**src/hdl/early_warning_vitals_triage_macros.svh**
```systemverilog
// Assertion macros shared by the vitals triage RTL.
// Included by the files that carry concurrent assertions; no other dependencies.
`ifndef EARLY_WARNING_VITALS_TRIAGE_MACROS_SVH
`define EARLY_WARNING_VITALS_TRIAGE_MACROS_SVH
`ifndef ASSERT_OFF
`define EWVT_ASSERT(lbl, clk, rst, prop) \
   lbl: assert property (@(posedge clk) disable iff (rst) (prop)) \
      else $error("ewvt assertion failed");
`define EWVT_ASSERT_IMPLY(lbl, clk, rst, ante, cons) \
   lbl: assert property (@(posedge clk) disable iff (rst) (ante) |-> (cons)) \
      else $error("ewvt implication failed");
`else
`define EWVT_ASSERT(lbl, clk, rst, prop)
`define EWVT_ASSERT_IMPLY(lbl, clk, rst, ante, cons)
`endif
`endif

```
**src/hdl/ewvt_pkg.sv**
```systemverilog
// Types, codes and thresholds for the vitals triage pipeline.
// Has no dependencies; used by every module of the block.
`timescale 1ns / 1ps

package ewvt_pkg;

   typedef enum logic [1:0] {
      STATUS_ASSESSED = 2'd0,
      STATUS_INVALID  = 2'd1,
      STATUS_HELD     = 2'd2
   } status_type;

   typedef enum logic [1:0] {
      LEVEL_NORMAL   = 2'd0,
      LEVEL_ELEVATED = 2'd1,
      LEVEL_HIGH     = 2'd2,
      LEVEL_CRITICAL = 2'd3
   } level_type;

   localparam logic CSR_SHOCK_RMSSD_LIMIT  = 1'b0;
   localparam logic CSR_QUALITY_HOLD_LIMIT = 1'b1;

   localparam logic [12:0] SHOCK_RMSSD_RESET  = 13'd80;
   localparam logic [8:0]  QUALITY_HOLD_RESET = 9'd180;

   localparam logic [12:0] HR_Q4_VALID_MAX   = 13'd5599;
   localparam logic [10:0] SPO2_Q4_VALID_MAX = 11'd1600;
   localparam logic [12:0] RMSSD_AVAIL_MAX   = 13'd4999;
   localparam logic [6:0]  RR_DEFAULT        = 7'd14;

   localparam int ALERT_LOW_SPO2    = 0;
   localparam int ALERT_FAST_HEART  = 1;
   localparam int ALERT_SLOW_HEART  = 2;
   localparam int ALERT_FAST_BREATH = 3;
   localparam int ALERT_SLOW_BREATH = 4;
   localparam int ALERT_SHOCK       = 5;
   localparam int ALERT_NOISE       = 6;

   localparam logic [8:0] HR_BAND_LOW3  = 9'd40;
   localparam logic [8:0] HR_BAND_LOW1  = 9'd50;
   localparam logic [8:0] HR_BAND_NORM  = 9'd90;
   localparam logic [8:0] HR_BAND_HIGH1 = 9'd110;
   localparam logic [8:0] HR_BAND_HIGH2 = 9'd130;
   localparam logic [8:0] HR_CRISIS_HI  = 9'd150;
   localparam logic [8:0] HR_CRISIS_LO  = 9'd39;
   localparam logic [8:0] HR_SHOCK_MIN  = 9'd100;

   localparam logic [6:0] SP_BAND_NORM   = 7'd96;
   localparam logic [6:0] SP_BAND_MILD   = 7'd94;
   localparam logic [6:0] SP_BAND_MOD    = 7'd92;
   localparam logic [6:0] SP_HYPOXIA_MAX = 7'd91;
   localparam logic [6:0] SP_CRISIS_MAX  = 7'd85;
   localparam logic [6:0] SP_SHOCK_MAX   = 7'd94;

   localparam logic [6:0] RR_BAND_LOW3  = 7'd8;
   localparam logic [6:0] RR_BAND_LOW1  = 7'd11;
   localparam logic [6:0] RR_BAND_NORM  = 7'd20;
   localparam logic [6:0] RR_BAND_HIGH2 = 7'd24;
   localparam logic [6:0] RR_CRISIS_HI  = 7'd30;
   localparam logic [6:0] RR_CRISIS_LO  = 7'd6;
   localparam logic [6:0] RR_SHOCK_MIN  = 7'd24;

   localparam logic [3:0] SCORE_CRITICAL = 4'd7;
   localparam logic [3:0] SCORE_SHOCK    = 4'd5;
   localparam logic [3:0] SCORE_HIGH     = 4'd4;

   typedef struct packed {
      logic [12:0] heart_rate_q4;
      logic [10:0] oxygen_sat_q4;
      logic [12:0] rmssd_tenths;
      logic [9:0]  resp_rate_q4;
      logic [8:0]  signal_quality_q8;
   } req_type;

   typedef struct packed {
      status_type  status;
      level_type   triage_level;
      logic [3:0]  warning_score;
      logic [6:0]  alert_bits;
      logic [8:0]  rounded_heart_rate;
      logic [6:0]  rounded_oxygen_sat;
      logic [6:0]  rounded_resp_rate;
   } rsp_type;

   typedef struct packed {
      logic [8:0] heart_rate;
      logic [6:0] oxygen_sat;
      logic [6:0] resp_rate;
      logic       invalid;
      logic       noisy;
      logic       rmssd_low;
   } vitals_type;

   typedef struct packed {
      logic       crisis;
      logic [1:0] hr_band;
      logic [1:0] sp_band;
      logic [1:0] rr_band;
      logic       hypoxia;
      logic       tachycardia;
      logic       bradycardia;
      logic       tachypnea;
      logic       bradypnea;
      logic       hr_very_high;
      logic       shock_vital;
   } class_type;

endpackage

```
**src/hdl/early_warning_vitals_triage.sv**
```systemverilog
// Early warning vitals triage: three-stage scoring pipeline, top level.
// Depends on ewvt_pkg, ewvt_classify and the assertion macro header.
// A sample accepted at a clock edge is registered in s1_vitals_ff, then in s2_vitals_ff and
// s2_class_ff, then in rsp_ff, from which its result beat is driven onto the ports.
// Throughput is one sample per cycle; busy is high only during reset.
// The result strobe is never held off, so the pipeline never stalls.
// Synchronous reset clears the stage valid bits and restores both limits.
`timescale 1ns / 1ps
`include "early_warning_vitals_triage_macros.svh"

module early_warning_vitals_triage (
   input  logic              clock,
   input  logic              reset,
   input  logic              start,
   output logic              busy,
   input  ewvt_pkg::req_type req_sample,
   output logic              rsp_valid,
   output ewvt_pkg::rsp_type rsp_result,
   input  logic              csr_we,
   input  logic              csr_index,
   input  logic [12:0]       csr_wdata
);

   logic                 accept;
   logic [12:0]          shock_limit_ff;
   logic [8:0]           quality_limit_ff;

   ewvt_pkg::vitals_type s1_vitals_in;
   ewvt_pkg::vitals_type s1_vitals_ff;
   logic                 s1_valid_ff;

   ewvt_pkg::class_type  s2_class_in;
   ewvt_pkg::class_type  s2_class_ff;
   ewvt_pkg::vitals_type s2_vitals_ff;
   logic                 s2_valid_ff;

   ewvt_pkg::rsp_type    rsp_in;
   ewvt_pkg::rsp_type    rsp_ff;
   logic                 rsp_valid_ff;

   logic [13:0]          hr_sum;
   logic [11:0]          sp_sum;
   logic [10:0]          rr_sum;
   logic [3:0]           score;
   logic                 shock;
   logic                 held;
   logic [6:0]           flags;

   assign busy   = reset;
   assign accept = start && !busy;

   always_ff @(posedge clock) begin
      if (reset) begin
         shock_limit_ff   <= ewvt_pkg::SHOCK_RMSSD_RESET;
         quality_limit_ff <= ewvt_pkg::QUALITY_HOLD_RESET;
      end else if (csr_we) begin
         unique case (csr_index)
            ewvt_pkg::CSR_SHOCK_RMSSD_LIMIT: begin
               shock_limit_ff <= csr_wdata;
            end
            ewvt_pkg::CSR_QUALITY_HOLD_LIMIT: begin
               quality_limit_ff <= csr_wdata[8:0];
            end
            default: begin
               shock_limit_ff <= shock_limit_ff;
            end
         endcase
      end
   end

   always_comb begin
      hr_sum = {1'b0, req_sample.heart_rate_q4} + 14'd8;
      sp_sum = {1'b0, req_sample.oxygen_sat_q4} + 12'd8;
      rr_sum = {1'b0, req_sample.resp_rate_q4} + 11'd8;
      s1_vitals_in.heart_rate = hr_sum[12:4];
      s1_vitals_in.oxygen_sat = sp_sum[10:4];
      s1_vitals_in.resp_rate  = (req_sample.resp_rate_q4 == 10'd0) ? ewvt_pkg::RR_DEFAULT
                                                                   : rr_sum[10:4];
      s1_vitals_in.invalid = (req_sample.heart_rate_q4 == 13'd0)
                          || (req_sample.heart_rate_q4 > ewvt_pkg::HR_Q4_VALID_MAX)
                          || (req_sample.oxygen_sat_q4 == 11'd0)
                          || (req_sample.oxygen_sat_q4 > ewvt_pkg::SPO2_Q4_VALID_MAX);
      s1_vitals_in.noisy = (req_sample.signal_quality_q8 != 9'd0)
                        && (req_sample.signal_quality_q8 < quality_limit_ff);
      s1_vitals_in.rmssd_low = (req_sample.rmssd_tenths != 13'd0)
                            && (req_sample.rmssd_tenths <= ewvt_pkg::RMSSD_AVAIL_MAX)
                            && (req_sample.rmssd_tenths < shock_limit_ff);
   end

   ewvt_classify u_classify (
      .vitals (s1_vitals_ff),
      .result (s2_class_in)
   );

   always_comb begin
      score = {2'b00, s2_class_ff.hr_band} + {2'b00, s2_class_ff.sp_band}
            + {2'b00, s2_class_ff.rr_band};
      shock = s2_vitals_ff.rmssd_low && s2_class_ff.shock_vital;
      held  = s2_vitals_ff.noisy && !s2_class_ff.crisis;

      flags = '0;
      flags[ewvt_pkg::ALERT_LOW_SPO2]    = s2_class_ff.hypoxia;
      flags[ewvt_pkg::ALERT_FAST_HEART]  = s2_class_ff.tachycardia;
      flags[ewvt_pkg::ALERT_SLOW_HEART]  = s2_class_ff.bradycardia;
      flags[ewvt_pkg::ALERT_FAST_BREATH] = s2_class_ff.tachypnea;
      flags[ewvt_pkg::ALERT_SLOW_BREATH] = s2_class_ff.bradypnea;
      flags[ewvt_pkg::ALERT_SHOCK]       = shock;
      flags[ewvt_pkg::ALERT_NOISE]       = s2_vitals_ff.noisy;

      rsp_in.status             = ewvt_pkg::STATUS_ASSESSED;
      rsp_in.warning_score      = score;
      rsp_in.alert_bits         = flags;
      rsp_in.rounded_heart_rate = s2_vitals_ff.heart_rate;
      rsp_in.rounded_oxygen_sat = s2_vitals_ff.oxygen_sat;
      rsp_in.rounded_resp_rate  = s2_vitals_ff.resp_rate;

      priority if (s2_class_ff.crisis || (score >= ewvt_pkg::SCORE_CRITICAL)
                   || (shock && (score >= ewvt_pkg::SCORE_SHOCK))) begin
         rsp_in.triage_level = ewvt_pkg::LEVEL_CRITICAL;
      end else if ((score >= ewvt_pkg::SCORE_HIGH) || s2_class_ff.hypoxia
                   || s2_class_ff.hr_very_high || s2_class_ff.bradycardia
                   || s2_class_ff.tachypnea || shock) begin
         rsp_in.triage_level = ewvt_pkg::LEVEL_HIGH;
      end else if (score != 4'd0) begin
         rsp_in.triage_level = ewvt_pkg::LEVEL_ELEVATED;
      end else begin
         rsp_in.triage_level = ewvt_pkg::LEVEL_NORMAL;
      end

      priority if (s2_vitals_ff.invalid) begin
         rsp_in        = '0;
         rsp_in.status = ewvt_pkg::STATUS_INVALID;
      end else if (held) begin
         rsp_in.status        = ewvt_pkg::STATUS_HELD;
         rsp_in.triage_level  = ewvt_pkg::LEVEL_ELEVATED;
         rsp_in.warning_score = 4'd0;
         rsp_in.alert_bits    = '0;
         rsp_in.alert_bits[ewvt_pkg::ALERT_NOISE] = 1'b1;
      end else begin
         rsp_in.status = ewvt_pkg::STATUS_ASSESSED;
      end
   end

   always_ff @(posedge clock) begin
      if (reset) begin
         s1_valid_ff  <= 1'b0;
         s2_valid_ff  <= 1'b0;
         rsp_valid_ff <= 1'b0;
      end else begin
         s1_valid_ff  <= accept;
         s2_valid_ff  <= s1_valid_ff;
         rsp_valid_ff <= s2_valid_ff;
      end
   end

   always_ff @(posedge clock) begin
      s1_vitals_ff <= s1_vitals_in;
      s2_vitals_ff <= s1_vitals_ff;
      s2_class_ff  <= s2_class_in;
      rsp_ff       <= rsp_in;
   end

   assign rsp_valid  = rsp_valid_ff;
   assign rsp_result = rsp_ff;

   `EWVT_ASSERT_IMPLY(a_beat_latency, clock, reset,
      !$past(reset, 1) && !$past(reset, 2) && !$past(reset, 3),
      rsp_valid == $past(accept, 3))
   `EWVT_ASSERT_IMPLY(a_invalid_zero, clock, reset,
      rsp_valid && (rsp_result.status == ewvt_pkg::STATUS_INVALID),
      (rsp_result.triage_level == ewvt_pkg::LEVEL_NORMAL) && (rsp_result.warning_score == 4'd0)
      && (rsp_result.alert_bits == 7'd0) && (rsp_result.rounded_heart_rate == 9'd0))
   `EWVT_ASSERT_IMPLY(a_held_shape, clock, reset,
      rsp_valid && (rsp_result.status == ewvt_pkg::STATUS_HELD),
      (rsp_result.triage_level == ewvt_pkg::LEVEL_ELEVATED)
      && (rsp_result.warning_score == 4'd0) && $onehot(rsp_result.alert_bits)
      && rsp_result.alert_bits[ewvt_pkg::ALERT_NOISE])
   `EWVT_ASSERT_IMPLY(a_normal_no_score, clock, reset,
      rsp_valid && (rsp_result.status == ewvt_pkg::STATUS_ASSESSED)
      && (rsp_result.triage_level == ewvt_pkg::LEVEL_NORMAL),
      rsp_result.warning_score == 4'd0)
   `EWVT_ASSERT(a_score_range, clock, reset,
      !rsp_valid || (rsp_result.warning_score <= 4'd9))

endmodule

```
**src/hdl/ewvt_classify.sv**
```systemverilog
// Band scores, crisis test and alert conditions for one rounded vitals set.
// Depends on ewvt_pkg for the vitals and classification structs.
`timescale 1ns / 1ps

module ewvt_classify (
   input  ewvt_pkg::vitals_type vitals,
   output ewvt_pkg::class_type  result
);

   logic [8:0] hr;
   logic [6:0] sp;
   logic [6:0] rr;

   assign hr = vitals.heart_rate;
   assign sp = vitals.oxygen_sat;
   assign rr = vitals.resp_rate;

   always_comb begin
      result = '0;
      priority if (hr <= ewvt_pkg::HR_BAND_LOW3) begin
         result.hr_band = 2'd3;
      end else if (hr <= ewvt_pkg::HR_BAND_LOW1) begin
         result.hr_band = 2'd1;
      end else if (hr <= ewvt_pkg::HR_BAND_NORM) begin
         result.hr_band = 2'd0;
      end else if (hr <= ewvt_pkg::HR_BAND_HIGH1) begin
         result.hr_band = 2'd1;
      end else if (hr <= ewvt_pkg::HR_BAND_HIGH2) begin
         result.hr_band = 2'd2;
      end else begin
         result.hr_band = 2'd3;
      end

      priority if (sp >= ewvt_pkg::SP_BAND_NORM) begin
         result.sp_band = 2'd0;
      end else if (sp >= ewvt_pkg::SP_BAND_MILD) begin
         result.sp_band = 2'd1;
      end else if (sp >= ewvt_pkg::SP_BAND_MOD) begin
         result.sp_band = 2'd2;
      end else begin
         result.sp_band = 2'd3;
      end

      priority if (rr <= ewvt_pkg::RR_BAND_LOW3) begin
         result.rr_band = 2'd3;
      end else if (rr <= ewvt_pkg::RR_BAND_LOW1) begin
         result.rr_band = 2'd1;
      end else if (rr <= ewvt_pkg::RR_BAND_NORM) begin
         result.rr_band = 2'd0;
      end else if (rr <= ewvt_pkg::RR_BAND_HIGH2) begin
         result.rr_band = 2'd2;
      end else begin
         result.rr_band = 2'd3;
      end

      result.crisis = (sp <= ewvt_pkg::SP_CRISIS_MAX) || (hr >= ewvt_pkg::HR_CRISIS_HI)
                   || (hr <= ewvt_pkg::HR_CRISIS_LO) || (rr >= ewvt_pkg::RR_CRISIS_HI)
                   || (rr <= ewvt_pkg::RR_CRISIS_LO);
      result.hypoxia      = sp <= ewvt_pkg::SP_HYPOXIA_MAX;
      result.tachycardia  = hr > ewvt_pkg::HR_BAND_HIGH1;
      result.bradycardia  = hr <= ewvt_pkg::HR_BAND_LOW3;
      result.tachypnea    = rr > ewvt_pkg::RR_BAND_HIGH2;
      result.bradypnea    = rr <= ewvt_pkg::RR_BAND_LOW3;
      result.hr_very_high = hr > ewvt_pkg::HR_BAND_HIGH2;
      result.shock_vital  = (hr >= ewvt_pkg::HR_SHOCK_MIN) || (sp <= ewvt_pkg::SP_SHOCK_MAX)
                         || (rr >= ewvt_pkg::RR_SHOCK_MIN);
   end

endmodule

```
**config.mk**
```make
export PLATFORM = sky130hd
export DESIGN_NAME = early_warning_vitals_triage
export DESIGN_NICKNAME = d
export VERILOG_FILES = /design/src/hdl/ewvt_pkg.sv /design/src/hdl/early_warning_vitals_triage.sv /design/src/hdl/ewvt_classify.sv
export VERILOG_INCLUDE_DIRS = /design/src /design/src/hdl
export SDC_FILE = /design/constraint.sdc
export NUM_CORES = 1
export LEC_CHECK = 0
export BUFFER_PORTS_ARGS = -buffer_cell sky130_fd_sc_hd__clkbuf_2
export CORE_ASPECT_RATIO = 1.75
export CORE_UTILIZATION = 50
export DETAILED_ROUTE_END_ITERATION = 12
export GPL_TIMING_DRIVEN = 0
export PLACE_DENSITY = 0.75
export SYNTH_ARGS = -nofsm -noshare
export SYNTH_HDL_FRONTEND = slang
export SYNTH_SLANG_ARGS = --single-unit
```
**constraint.sdc**
```tcl
create_clock -name clock -period 2.3 [get_ports clock]
set_clock_uncertainty 0.15 [all_clocks]
set_input_delay 0.345 -clock clock [delete_from_list [all_inputs] [get_ports clock]]
set_output_delay 0.345 -clock clock [all_outputs]
set_load 0.005 [all_outputs]
```
### Word level (Yosys, flattened, before mapping)

Cells that the tools add are included.

| storage, ports and cells | value |
|---|---|
| bits in registers | 129 |
| bits of input ports | 74 |
| output and inout bits | 40 |
| word-level logic and storage cells | 129 |

| operators by class | value |
|---|---|
| $add $sub $neg | 5 |
| $lt $le $gt $ge | 32 |
| multiplexer cells | 14 |
| bitwise operators | 1 |
| reductions and logical operators | 37 |

Operators by type and width:

| cell | number |
|---|---|
| less-or-equal comparator 9 x 6 -> 1 bit, second input constant | 3 |
| greater-or-equal comparator 7 bit, second input constant | 3 |
| less-or-equal comparator 7 bit, second input constant | 3 |
| less-or-equal comparator 9 x 7 -> 1 bit, second input constant | 2 |
| logical OR 1 bit | 16 |
| 2-to-1 mux 2 bit | 8 |
| greater-or-equal comparator 7 x 5 -> 1 bit, second input constant | 2 |
| less-or-equal comparator 7 x 4 -> 1 bit, second input constant | 2 |
| less-or-equal comparator 7 x 5 -> 1 bit, second input constant | 2 |
| adder 13 x 4 -> 13 bit, second input constant | 1 |
| greater-than comparator 13 bit, second input constant | 1 |
| less-or-equal comparator 13 bit, second input constant | 1 |
| logical NOT 13 bit | 1 |
| < comparator 13 bit | 1 |
| nonzero test 13 bit | 1 |
| greater-or-equal comparator 4 x 3 -> 1 bit, second input constant | 3 |
| 2-to-1 mux 12 bit | 1 |
| adder 10 x 4 -> 11 bit, second input constant | 1 |
| adder 11 x 4 -> 11 bit, second input constant | 1 |
| greater-than comparator 11 bit, second input constant | 1 |
| logical NOT 11 bit | 1 |
| logical NOT 10 bit | 1 |
| greater-or-equal comparator 9 x 7 -> 1 bit, second input constant | 1 |
| greater-or-equal comparator 9 x 8 -> 1 bit, second input constant | 1 |
| other kinds (16) | 31 |

### Logic depth before layout (Yosys ltp)

Gate-level depths: netlist of run 1.

| logic depth | value |
|---|---|
| depth after elaboration | 11 |
| gate-level depth with buffers | 9 |
| mapped depth without buffers | 9 |

### Hierarchy

From an unflattened synthesis of run 1, not the netlist that was laid out.

| second synthesis, totals | value |
|---|---|
| cells, all modules | 478 |
| area total of the unflattened synthesis | 4,743.3 µm² |

By module, submodules not included:

| module | times used | cells an instance | area each (µm²) | sequential area each (µm²) |
|---|---|---|---|---|
| early_warning_vitals_triage | 1 | 417 | 4,399.2 | 2,582.5 |
| ewvt_classify | 1 | 61 | 344.1 | 0.0 |

### Worst setup path after synthesis of run 1

No wires, ideal clock.

| timing | value |
|---|---|
| path type | register to register |
| start point | register s2_class_ff[8] in the netlist's numbering |
| end point | register rsp_ff, in the netlist rsp_result[34] |
| library setup time | 132 ps |
| arrival time | 1,615 ps |
| data required time | 2,018 ps |
| slack | 403 ps |
| cell stages (with the launch flop) | 7 |
| path buffers | 0 |
| clock period less this slack | 1,897 ps |
| path through | dfxtp_1 -> fa_1 -> ha_1 -> a21oi_1 -> o21ai_1 -> a211oi_1 -> a21oi_1 |

| between the ends | value |
|---|---|
| cells in the longest elaborated chain, start to end | 10 |
| elaborated cells on any way between the ends | 17 |
| those cells by class | add/sub: 1; order compare: 3; mux: 4; reduce/logical: 9 |

RTL lines:

| what | line | text |
|---|---|---|
| start: declaration | early_warning_vitals_triage.sv:33 | `ewvt_pkg::class_type s2_class_ff;` |
| start signal: assignment | early_warning_vitals_triage.sv:159 | `s2_class_ff <= s2_class_in;` |
| adder 3 x 2 -> 4 bit * | early_warning_vitals_triage.sv:97 | `+ {2'b00, s2_class_ff.rr_band};` |
| via score[1] | early_warning_vitals_triage.sv:44 | `logic [3:0] score;` |
| greater-or-equal comparator 4 x 3 -> 1 bit | early_warning_vitals_triage.sv:120 | `end else if ((score >= ewvt_pkg::SCORE_HIGH) \|\| s2_class_ff.hypoxia` |
| logical OR 1 bit | early_warning_vitals_triage.sv:120 |  |
| logical OR 1 bit (2 in a row) | early_warning_vitals_triage.sv:121 | `\|\| s2_class_ff.hr_very_high \|\| s2_class_ff.bradycardia` |
| logical OR 1 bit (2 in a row) | early_warning_vitals_triage.sv:122 | `\|\| s2_class_ff.tachypnea \|\| shock) begin` |
| 2-to-1 mux 2 bit | early_warning_vitals_triage.sv:120 |  |
| 2-to-1 mux 2 bit * | early_warning_vitals_triage.sv:117 | `priority if (s2_class_ff.crisis \|\| (score >= ewvt_pkg::SCORE_CRITICAL)` |
| 2-to-1 mux 12 bit * | early_warning_vitals_triage.sv:133 | `end else if (held) begin` |
| end signal: assignment | early_warning_vitals_triage.sv:160 | `rsp_ff <= rsp_in;` |
| end: declaration | early_warning_vitals_triage.sv:38 | `ewvt_pkg::rsp_type rsp_ff;` |

The timed path passes the listed nets; every way through them passes the cells marked *.
A chain may end at the register's enable or synchronous reset.

### Final worst setup path of run 1

| timing | value |
|---|---|
| start point | register s2_class_ff[10] in the netlist's numbering |
| end point | register rsp_ff, in the netlist rsp_result[34] |

| between the ends | value |
|---|---|
| cells in the longest elaborated chain, start to end | 11 |
| elaborated cells on any way between the ends | 18 |
| those cells by class | add/sub: 2; order compare: 3; mux: 4; reduce/logical: 9 |

RTL lines:

| what | line | text |
|---|---|---|
| adder 2 x 2 -> 3 bit * | early_warning_vitals_triage.sv:96 | `score = {2'b00, s2_class_ff.hr_band} + {2'b00, s2_class_ff.sp_band}` |
| adder 3 x 2 -> 4 bit * | early_warning_vitals_triage.sv:97 |  |
| via score[1] | early_warning_vitals_triage.sv:44 |  |
| greater-or-equal comparator 4 x 3 -> 1 bit | early_warning_vitals_triage.sv:120 |  |
| logical OR 1 bit | early_warning_vitals_triage.sv:120 |  |
| logical OR 1 bit (2 in a row) | early_warning_vitals_triage.sv:121 |  |
| logical OR 1 bit (2 in a row) | early_warning_vitals_triage.sv:122 |  |
| 2-to-1 mux 2 bit | early_warning_vitals_triage.sv:120 |  |
| 2-to-1 mux 2 bit * | early_warning_vitals_triage.sv:117 |  |
| 2-to-1 mux 12 bit * | early_warning_vitals_triage.sv:133 |  |

Marks and branches as above.

==> metrics.md, run 1 <==
| Metric | Value |
|---|---|
| Vias in the first global route | 3923 |
| Leakage | 2.81 nW |
| CTS tree | yes |
| Antenna viol nets, final | 0 |
| WL final | 9.97 mm |
| P_sw | 0.00136 W |
| Post-DP HPWL | 7.66 mm |
| I/O pins | 114 |
| Synth Flop Type | dfxtp_1 |
| Relative slew slack | 66.7% |
| RR Startpoint | s2_class_ff[10] |
| CP max-delay cell | fa_1 |
| WS Path Type | reg2reg |
| Routed wl met2 | 5.75 mm |
| Cell with the most instances after synthesis | dfxtp_1 |
| Status | finished, final reports clean |
| Wire per inst | 13.0 um |
| Total Die Area | about 0.010 sq mm |
| CP Launch Type | flop |
| Req. time, crit path | 2.43 ns |
| Top Layer Used | met4 |
| Comb power frac | 9.2% |
| Reg2reg path depth | 6 |
| Met3 routed WL | 485 um |
| Clock transition at path regs | around 0.060 ns |
| Critical Path AT | 2.23 ns |
| CTS H-Tree Depth | 4 |
| Netlist Area Pre-Place | roughly 0.0048 sq mm |
| Antenna violations before repair | 0 |
| Clock Power Share | roughly half |
| Antenna diodes | 0 |
| FFs w/ async S/R, synth | 0% |
| Synth area leaders | dfxtp_1, ha_1, nand2_1 |
| Synth top area share | between 50% and 60% |
| Num Clock Sinks | 129 |
| Synthesized Nets | ~600 |
| Slowest stage delay, CP | 0.44 ns |
| Clock Path Buffers | 2 |
| Post-CTS Resized | 0 |
| CP max FO | 4 |
| Yosys warns | 0 |
| Critical path's top delay family | adder cells |
| Total Routing Usage GR | 21.4% |
| Biggest area consumer among synthesized cells | dfxtp_1 |
| Largest net degree at the start of global routing | 17 |
| First-pass GRT wire length | around 17 mm |
| Setup Viol. Count Final | 0 |
| Root Buffer | clkbuf_16 |
| Core Rows | 46 |
| TritonRoute pass-1 iters | 4 |
| Achievable frequency | between 400 and 500 MHz |
| Core area | a little over 0.009 sq mm |
| Sw frac | 23.0% |
| Vias per Instance | 5.05 |
| Final worst path period need | 2.10 ns |
| Worst hold path class | in2reg |
| Area Growth Syn to Fin | 29.2% |
| Sequential fraction of the synthesis area | approximately 54% |
| Cell mode on critical path | a21oi_1 |
| Setup TNS | 0 ns |
| Syn Inst Count | 497 |
| Port Buffer Count | 112 |
| P_int | 0.00454 W |
| Maxcap violations | 0 |
| Hold_buf cts | 5 |
| Starting Density | 52.0% |
| Num CTS Buffers | 17 |
| Cells on Worst Hold Path | 2 |
| Pwr dens | 952 mW/mm^2 |
| Initial drt markers | 160 |
| Chip width | 76.0 um |
| Post CTS Setup Buffer Count | 0 |
| Post-synthesis register bit count | 129 |
| Final routed DRC violation total | 0 |
| Critical path depth | 6 |
| Post-layout util | approximately two thirds |
| Crit path cell chain | fa_1 > ha_1 > a21oi_1 > o21ai_1 > a211oi_1 > a21oi_1 |
| Seq pwr share | 42.5% |
| GP Congestion | 0.915 |
| Slew of the pin with the lowest slew margin | 0.499 ns |
| Met1 Wirelength | 3.27 mm |
| Nets | 735 |
| Syn avg cell area | approximately 9.6 sq um |
| VDD IR max | 0.691 mV |
| Die H | approximately 130 um |
| Worst-Skew Late Latency | 0.41 ns |
| Buf/Inv on CP | 0 |
| Share of layout cells above drive strength 1 | 22.9% |
| CP startpoint | s2_class_ff[10] |
| Routed via count | 3872 |
| Worst hold start | req_sample[42] |
| Total gr overflow | 0 |
| Final period util | 91.4% |
| Number of synthesized flops with an enable pin | 0 |
| Yosys cell types | 46 |
| Final hold vios | 0 |
| Worst Setup End Kind | flop |
| RSZ-0062 raised after global routing | false |
| Top cells by instance count after synthesis | dfxtp_1, nand2_1, nor2b_1 |
| Slew Viols, Final | 0 |
==> cells by family (layout without fill, tap and decap cells) <==
| group | Yosys count | after routing | share of synthesized area, % |
|---|---|---|---|
| adder cells (fa/ha/maj) | 28 | 28 | 7.62 |
| XOR/XNOR | 19 | 19 | 3.47 |
| flip-flops | 129 | 129 | 53.9 |
| buffers and inverters | 44 | 193 | 3.60 |
| AO/OA/AOI/OAI | 73 | 73 | 9.48 |
| AND/OR/NAND/NOR | 203 | 203 | 21.7 |
| multiplexers | 1 | 1 | 0.209 |
==> cell type report <==
type / count / area [sq um]
Inverter: 31 / 116
Buffer: 13 / 56.3
Fill cell: 759 / 3020
Timing Repair Buffer: 117 / 611
Clock inverter: 14 / 201
Multi-Input combinational cell: 324 / 2040
Sequential cell: 129 / 2580
Tap cell: 120 / 150
Clock buffer: 18 / 439
==> power by group through the flow <==
stage / Sequential (W) / Clock, W / Combinational [W]
finish: 0.00250 / 0.00285 / 0.000545
global placement: 0.00255 / 0 / 0.000516
floorplan: 0.00253 / 0 / 0.000296
CTS: 0.00250 / 0.00289 / 0.000550
detailed placement: 0.00255 / 0 / 0.000536
global route: 0.00252 / 0.00302 / 0.000613
==> metal layers <==
metal,vias up,track usage (%)
li1,1975,-
met1,1737,16.9
met2,128,43.2
met3,32,6.32
met4,0,13.7
met5,-,0
==> cells in the final DEF, fill, tap and decap left out, types with 17 or more instances in the layout <==
| cell | count |
|---|---|
| a21oi_1 | 32 |
| ha_1 | 26 |
| nand2_1 | 70 |
| dfxtp_1 | 129 |
| clkbuf_2 | 112 |
| nor2_1 | 19 |
| inv_1 | 31 |
| clkbuf_16 | 17 |
| nor2b_1 | 33 |
| nand3_1 | 18 |
==> final timing paths <==
kind	end	slack (ns)
worst max-delay path	rsp_result[34]	0.20
worst min-delay path	s1_vitals_ff[16]	0.02
worst max register to register	rsp_result[34]	0.20
worst min register to register	s2_vitals_ff[2]	0.18
==> worst register-to-register path: cells and delay by family (launching register included) <==
family / cells / cell delay, ns
DFF: 1 / 0.37
adders and majority gates: 2 / 0.79
AOI/OAI and AO/OA: 4 / 0.66
==> registers in the layout (all words and copies together), names as in the netlist <==
signal / flops
s1_valid_ff: 1
s1_vitals_ff: 26
flags: 6
s2_class_ff: 9
s2_vitals_ff: 25
rsp_valid: 1
s2_valid_ff: 1
rsp_result: 38
quality_limit_ff: 9
shock_limit_ff: 13
==> through the flow <==
stage          cell area [sq um]  worst slack, ns  instances  total power [W]  hold WS [ns]
2_1_floorplan               4790            0.403        497          0.00283         0.160
3_3_place_gp                5500            0.132        729          0.00306         0.167
3_5_place_dp                5500            0.118        729          0.00309         0.170
4_1_cts                     6190            0.168        766          0.00595       0.00771
5_1_grt                     6190           0.0683        766          0.00616        0.0269
6_report                    6190            0.197        766          0.00589        0.0206
No activity file was read; power rests on OpenSTA's default activity.
==> inputs of run 2 (changes only) <==
--- a/config.mk
+++ b/config.mk
@@ -11,6 +11,7 @@
 export CORE_UTILIZATION = 50
 export DETAILED_ROUTE_END_ITERATION = 12
 export GPL_TIMING_DRIVEN = 0
+export MAX_ROUTING_LAYER = met4
 export PLACE_DENSITY = 0.75
 export SYNTH_ARGS = -nofsm -noshare
 export SYNTH_HDL_FRONTEND = slang
==> run 2 against run 1 <==
Compared with the run above:
- wire length did not move
- clock power is essentially flat
- first-iteration DRC count grew 11%
==> metrics.md, run 2 (synthesized netlist as in run 1, its figures left out) <==
| Metric | Value |
|---|---|
| Initial drt markers | roughly 180 |
| Hold_buf cts | 5 |
| Setup Viol. Count Final | 0 |
| Clock transition at path regs | about 0.06 ns |
| Worst-Skew Late Latency | 0.41 ns |
| Antenna violations before repair | 0 |
| Antenna viol nets, final | 0 |
| CP max-delay cell | fa_1 |
| Core Rows | 46 |
| Top reg by flops | rsp_result |
| Largest net degree at the start of global routing | 17 |
| CTS H-Tree Depth | 4 |
| Total gr overflow | 0 |
| Reg2reg path depth | 6 |
| Slew of the pin with the lowest slew margin | 0.500 ns |
| Area Growth Syn to Fin | 29.2% |
| WL final | approximately 10 mm |
| Achievable frequency | 476 MHz |
| Pwr dens | 951 mW/mm^2 |
| Maxcap violations | 0 |
| TritonRoute pass-1 iters | 5 |
| Wire per inst | 13.0 um |
| Clock Path Buffers | 2 |
| Commonest cells after routing, fill and taps aside | dfxtp_1, clkbuf_2, nand2_1 |
| DP Area | 0.00550 sq mm |
| Die H | 132 um |
| Finished Cell Area | 0.00619 sq mm |
| Status | finished, final reports clean |
| Setup TNS | 0 ns |
| Num Clock Sinks | 129 |
| GP Congestion | a little over 0.9 |
| I/O pins | 114 |
| Largest registers | rsp_result: 38 flops, s1_vitals_ff: 26 flops, s2_vitals_ff: 25 flops |
| Final worst path period need | 2.10 ns |
| Leakage | 2.81 nW |
| Slew Viols, Final | 0 |
| Worst Setup End Kind | flop |
| Num CTS Buffers | 17 |
| Total Die Area | 0.0100 sq mm |
| Nets | around 740 |
| Relative slew slack | about two thirds |
| Routed via count | between 3k and 4k |
| Starting Density | 52.0% |
| Final period util | 91.4% |
| CP Launch Type | flop |
| RSZ-0062 raised after global routing | false |
| WS Path Type | reg2reg |
| First-pass GRT wire length | about 17 mm |
| Max reg flops | 38 |
| Vias per Instance | 5.08 |
| Post-DP HPWL | 7.66 mm |
| VDD IR max | just under 0.7 mV |
| Cell mode on critical path | a21oi_1 |
| Crit path cell chain | fa_1 > ha_1 > a21oi_1 > o21ai_1 > a211oi_1 > a21oi_1 |
| Root Buffer | clkbuf_16 |
| Post CTS Setup Buffer Count | 0 |
| Cells on Worst Hold Path | 2 |
| Req. time, crit path | between 2 and 2.5 ns |
| Chip width | 76.0 um |
| CTS tree | yes |
| Final hold vios | 0 |
| Core area | 0.00921 sq mm |
| Worst hold path class | in2reg |
| Most common cell after layout, fill and taps aside | dfxtp_1 |
| Post-CTS Resized | 0 |
| CP max FO | 4 |
| Share of layout cells above drive strength 1 | 22.9% |
| Slowest stage delay, CP | 0.44 ns |
| Port Buffer Count | between 100 and 150 |
| Final routed DRC violation total | 0 |
| Critical Path AT | 2.23 ns |
| Total Routing Usage GR | 22.1% |
| Vias in the first global route | 3914 |
| Antenna diodes | 0 |
==> run 2: final cells by class <==
cell class,instances,area (sq um)
Sequential cell,129,2580
Clock buffer,18,439
Buffer,13,56.3
Clock inverter,14,201
Multi-Input combinational cell,324,2040
Tap cell,120,150
Timing Repair Buffer,117,611
Inverter,31,116
Fill cell,759,3020
==> run 2: power by group <==
part,internal (W),switching [W]
combinational,0.000263,0.000281
sequential,0.00241,0.0000879
clock,0.00186,0.000983
==> run 2: worst paths after layout <==
path	start	endpoint	slack, ns
worst max-delay path	s2_class_ff[10]	rsp_result[34]	0.20
worst max register to register	s2_class_ff[10]	rsp_result[34]	0.20
worst min register to register	s1_vitals_ff[2]	s2_vitals_ff[2]	0.18
worst min-delay path	req_sample[42]	s1_vitals_ff[16]	0.02
==> run 2: routing by layer <==
metal / vias up / share of wire [%] / GRT usage, %
met5: - / 0 / -
met4: 0 / 4.4 / 12.5
met3: 29 / 4.8 / 6.88
met2: 131 / 58 / 43.2
met1: 1760 / 33 / 17.2
li1: 1973 / - / -
==> run 2: critical path: cells and delay by family (launching register included) <==
kind / cells / cell delay, ns
adder cells (fa/ha/maj): 2 / 0.79
AO/OA/AOI/OAI: 4 / 0.65
flip-flops: 1 / 0.37
==> run 2: stage by stage <==
| stage | utilization, % | std cells | hold WS [ns] | setup slack (ns) | power (W) |
|---|---|---|---|---|---|
| finish | 67.3 | 766 | 0.0237 | 0.197 | 0.00589 |
| global route | 67.3 | 766 | 0.0241 | 0.0683 | 0.00616 |
| CTS | 67.3 | 766 | 0.00771 | 0.168 | 0.00595 |
| detailed placement | 59.8 | 729 | 0.170 | 0.118 | 0.00309 |
| global placement | 59.8 | 729 | 0.167 | 0.132 | 0.00306 |
| floorplan | - | 497 | 0.160 | 0.403 | 0.00283 |
